==> config.mk <==
export PLATFORM = sky130hd
export DESIGN_NAME = fbwt_insert
export DESIGN_NICKNAME = d
export VERILOG_FILES = /design/src/sv/fbwt_pkg.sv /design/src/sv/fbwt_insert.sv
export SDC_FILE = /design/constraint.sdc
export NUM_CORES = 1
export LEC_CHECK = 0
export ABC_CLOCK_PERIOD_IN_PS = 2730
export BUFFER_PORTS_ARGS = -buffer_cell sky130_fd_sc_hd__buf_2
export CAP_MARGIN = 40
export CORE_ASPECT_RATIO = 0.5
export CORE_MARGIN = 2
export CORE_UTILIZATION = 30
export DETAILED_ROUTE_END_ITERATION = 7
export GPL_TIMING_DRIVEN = 0
export MAX_ROUTING_LAYER = met4
export PLACE_DENSITY_LB_ADDON = 0.3
export SYNTH_ARGS = -nofsm -noshare
export SYNTH_HDL_FRONTEND = slang
export SYNTH_SLANG_ARGS = --single-unit
==> constraint.sdc <==
create_clock -name vclk -period 2.73
set_clock_uncertainty 0.05 [all_clocks]
set_input_delay 0.1365 -clock vclk [all_inputs]
set_output_delay 0.1365 -clock vclk [all_outputs]
set_load 0.005 [all_outputs]
==> src/sv/fbwt_pkg.sv <==
// fbwt_pkg: shared types and constants of the four-bone weight table
// no dependencies
`timescale 1ns / 1ps

package fbwt_pkg;

	localparam int BONE_W   = 8;
	localparam int WEIGHT_W = 16;
	localparam int VERTEX_W = 12;
	localparam int PAIR_W   = BONE_W + WEIGHT_W;
	localparam int SHOWN    = 4;

	localparam logic KIND_INSERT = 1'b0;
	localparam logic KIND_READ   = 1'b1;

	typedef struct packed {
		logic                kind;
		logic [VERTEX_W-1:0] vertex_index;
		logic [BONE_W-1:0]   bone_index;
		logic [WEIGHT_W-1:0] weight;
	} item_t;

	typedef struct packed {
		logic [BONE_W-1:0]   bone_a;
		logic [BONE_W-1:0]   bone_b;
		logic [BONE_W-1:0]   bone_c;
		logic [BONE_W-1:0]   bone_d;
		logic [WEIGHT_W-1:0] weight_a;
		logic [WEIGHT_W-1:0] weight_b;
		logic [WEIGHT_W-1:0] weight_c;
		logic [WEIGHT_W-1:0] weight_d;
		logic                was_inserted;
	} result_t;

endpackage

==> src/sv/fbwt_insert.sv <==
// fbwt_insert: sorted insertion of one bone/weight pair into a vertex row
// depends on fbwt_pkg
`timescale 1ns / 1ps

module fbwt_insert #(
	parameter int SLOTS = 4
) (
	input  logic [SLOTS*fbwt_pkg::PAIR_W-1:0] row_in,
	input  logic [fbwt_pkg::BONE_W-1:0]       bone,
	input  logic [fbwt_pkg::WEIGHT_W-1:0]     weight,
	output logic [SLOTS*fbwt_pkg::PAIR_W-1:0] row_out,
	output logic                              inserted
);
	import fbwt_pkg::*;

	always_comb begin
		logic              found;
		logic [PAIR_W-1:0] prev;
		logic [PAIR_W-1:0] old;
		found   = 1'b0;
		prev    = '0;
		row_out = row_in;
		for (int j = 0; j < SLOTS; j++) begin
			old = row_in[j*PAIR_W +: PAIR_W];
			// slots below the insertion point take their upper neighbor
			if (found) begin
				row_out[j*PAIR_W +: PAIR_W] = prev;
			end else if (weight > old[WEIGHT_W-1:0]) begin
				row_out[j*PAIR_W +: PAIR_W] = {bone, weight};
				found = 1'b1;
			end
			prev = old;
		end
		inserted = found;
	end

endmodule

==> impl_metrics.py <==
metrics = {
    "timing": {
        "final_max_slew_viol_count": 0,
        "hold_viol_final": 0,
        "min_period_ns": 2.663,
        "rsz0062_at_grt": "true",
        "slew_headroom_pct": 64.21,
        "setup_violations": 0,
        "max_freq_ghz": 0.3755,
        "post-route-period-util_pct": 97.55,
        "tightest_slew_ns": 0.5233,
    },
    "synth": {
        "ys_types": 40,
        "synth.largest_area_cell": "ha_1",
        "synth_area_leaders": "ha_1 (23%), mux2i_1 (16%), a21oi_1 (13%), inv_1 (6.5%), o21ai_0 (6.4%)",
        "synth_seq_area_share_pct": 0,
        "yosys-top-cells-count": "a21oi_1 (91), ha_1 (64), inv_1 (61), mux2i_1 (57), nand2_1 (51)",
        "yosysWarningCount": 0,
        "yosysMostFrequentCell": "a21oi_1",
        "syn_inst": 525,
        "syn_area_um2": 3513,
        "syn_nets": 709,
        "synth_top_area_share_pct": 22.79,
        "avgSynthCellArea_um2": 6.692,
    },
    "job": {
        "drv_cap": 0,
    },
    "floorplan": {
        "fp.dieH_um": 80.52,
        "initial_core_util_pct": 31.33,
        "core_area_um2": 11220,
        "io_pins": 217,
        "die_w_um": 157.0,
        "num_rows": 27,
        "dieArea_um2": 12650,
    },
    "placed_design": {
        "placed_area_um2": 4798,
        "dp_hpwl_mm": 12.43,
        "gp_congestion": 0.9085,
        "port-buffer-count": 217,
        "dpl.cell_count": 901,
    },
    "setup_path": {
        "crit_type": "in2out",
        "worstPathMaxFanout": 10,
        "slowest_delay_ns": 0.54,
        "worstSetupEndpointType": "output pin",
        "cpMostUsedCell": "buf_2",
        "slowest_stage": "o41a_4",
        "worstPathArrival_ns": 2.48,
        "critical_path.endpoint": "row_out[89]",
        "crit_required_ns": 2.54,
        "path_cells": "buf_2 > ha_1 > nand4_1 > nor4_4 > a21boi_2 > o41a_4 > nor2_2 > buf_4 > a21oi_1 > a21oi_2 > buf_2",
        "cp-startpoint": "weight[9]",
        "critPathLaunchType": "primary input",
    },
    "global_route": {
        "grt_use_met2_pct": 39.12,
        "use_met3_pct": 0.8095,
        "grt_pass1_vias": 4220,
        "use_met1_pct": 27.97,
        "top_usage_layer": "met2",
        "antenna_found_initial": 1,
        "gr-total-overflow": 0,
        "grtUsageTotal_pct": 21.57,
        "grt_pass1_wl_mm": 21.14,
        "grt_max_degree": 11,
    },
    "cells_and_area": {
        "register_area_um2": 0,
        "fill_cells": 1200,
        "stdcell_count": 907,
        "syn_to_final_growth_pct": 44.48,
        "finalCoreUtilization_pct": 45.26,
        "fin_nets": 933,
        "design.seq.count": 0,
        "final_cell_area_um2": 5076,
        "clkbuf_count": 0,
        "drive_gt1_share_pct": 40.96,
    },
    "drt": {
        "drc": 0,
        "wirelength_mm": 14.45,
        "via_per_inst": 5.011,
        "dr.pass1.iters": 4,
        "drtIter0Drc": 173,
        "ant_nets": 0,
        "wl_per_cell_um": 15.93,
        "num_vias": 4545,
    },
    "power_and_ir_drop": {
        "p_leak_nw": 2.743,
        "ir_worst_vdd_mv": 0.08184,
        "p_per_area_nw_per_um2": 260.8,
        "power.total_mw": 1.324,
    },
    "min_path": {
        "hold_class": "in2out",
    },
    "run_status": {
        "outcome": "finished, final reports clean",
    },
}
==> cell families (layout without fill, tap and decap cells) <==
logic type | after synthesis | in the layout | share of synthesized area [%]
AOI/OAI and AO/OA | 177 | 177 | 29.13
and+or+nand+nor | 125 | 126 | 16.38
buffers and inverters | 93 | 314 | 12.57
other | 0 | 1 | 0
muxes | 66 | 66 | 19.12
adders and majority gates | 64 | 64 | 22.79
==> per-layer routing <==
| layer | share of wire (%) | wire length [µm] |
|---|---|---|
| met4 | 0.72 | 104 |
| met2 | 48 | 6920 |
| met5 | 0 | 0 |
| met1 | 47 | 6762 |
| met3 | 4.6 | 666 |
==> layout by cell type, fill, tap and decap left out, types with 2 or more instances in the layout <==
cell / count
a21boi_2: 2
nor2b_1: 3
mux2_2: 9
clkbuf_4: 7
nand4_1: 12
o21a_1: 3
a21oi_1: 91
a21boi_0: 2
o2bb2ai_1: 2
o211ai_1: 3
o21ai_0: 45
a21o_1: 2
buf_2: 218
ha_1: 57
nand2_1: 51
ha_4: 7
clkbuf_2: 7
a21oi_2: 20
nand2b_1: 2
nor2_1: 41
inv_1: 61
buf_6: 6
nor4_4: 2
buf_4: 10
nand3_1: 5
mux2i_1: 52
buf_12: 4
mux2i_2: 4
and2_1: 2
==> what timing repair did <==
item	4_1_cts	5_1_grt
gates resized for setup	10	51
setup endpoints to repair	71	96
hold buffers	0	0
pin swaps	1	7
setup buffers	0	5
gates cloned	0	1
==> worst min-delay path by stage <==
| stage | endpoint | slack, ns | start | cells past startpoint |
|---|---|---|---|---|
| 6_report | row_out[36] | 0.51 | row_in[12] | 4 |
| 5_1_grt | row_out[39] | 0.54 | row_in[15] | 4 |
| 4_1_cts | row_out[43] | 0.51 | row_in[19] | 4 |
| 3_5_place_dp | row_out[43] | 0.51 | row_in[19] | 4 |
| 3_3_place_gp | row_out[43] | 0.51 | row_in[19] | 4 |
| 2_1_floorplan | row_out[10] | 0.33 | weight[10] | 2 |
==> worst max-delay path: cells and delay by family <==
kind / cells / cell delay (ns)
buffers and inverters: 3 / 0.59
and+or+nand+nor: 3 / 0.54
AOI/OAI and AO/OA: 4 / 0.92
adders and majority gates: 1 / 0.29
==> stage by stage <==
stage / worst slack (ns) / setup TNS, ns / hold slack, ns
floorplan: 0.5380 / 0 / 0.3270
global placement: -0.2036 / -2.352 / 0.5059
CTS: 0.001587 / 0 / 0.5093
finish: 0.06697 / 0 / 0.5063
global route: -0.02897 / -0.1314 / 0.5393
detailed placement: -0.2343 / -4.036 / 0.5088
==> final cells by class <==
class                      instances  area [µm²]  area share (%)
multi-input combinational        433        3241           63.84
antenna                            1       2.502         0.04930
tap                              159       198.9           3.919
timing repair buffer             222        1129           22.23
inverter                          61       229.0           4.511
buffer                            31       276.5           5.447
==> report_power, final <==
group,switching (mW),internal [mW],leakage [nW]
registers,0,0,0
logic,0.721,0.603,2.74
clock network,0,0.0000000489,0.00000634
total,0.721,0.603,2.74
No activity file was read; power rests on OpenSTA's default activity.
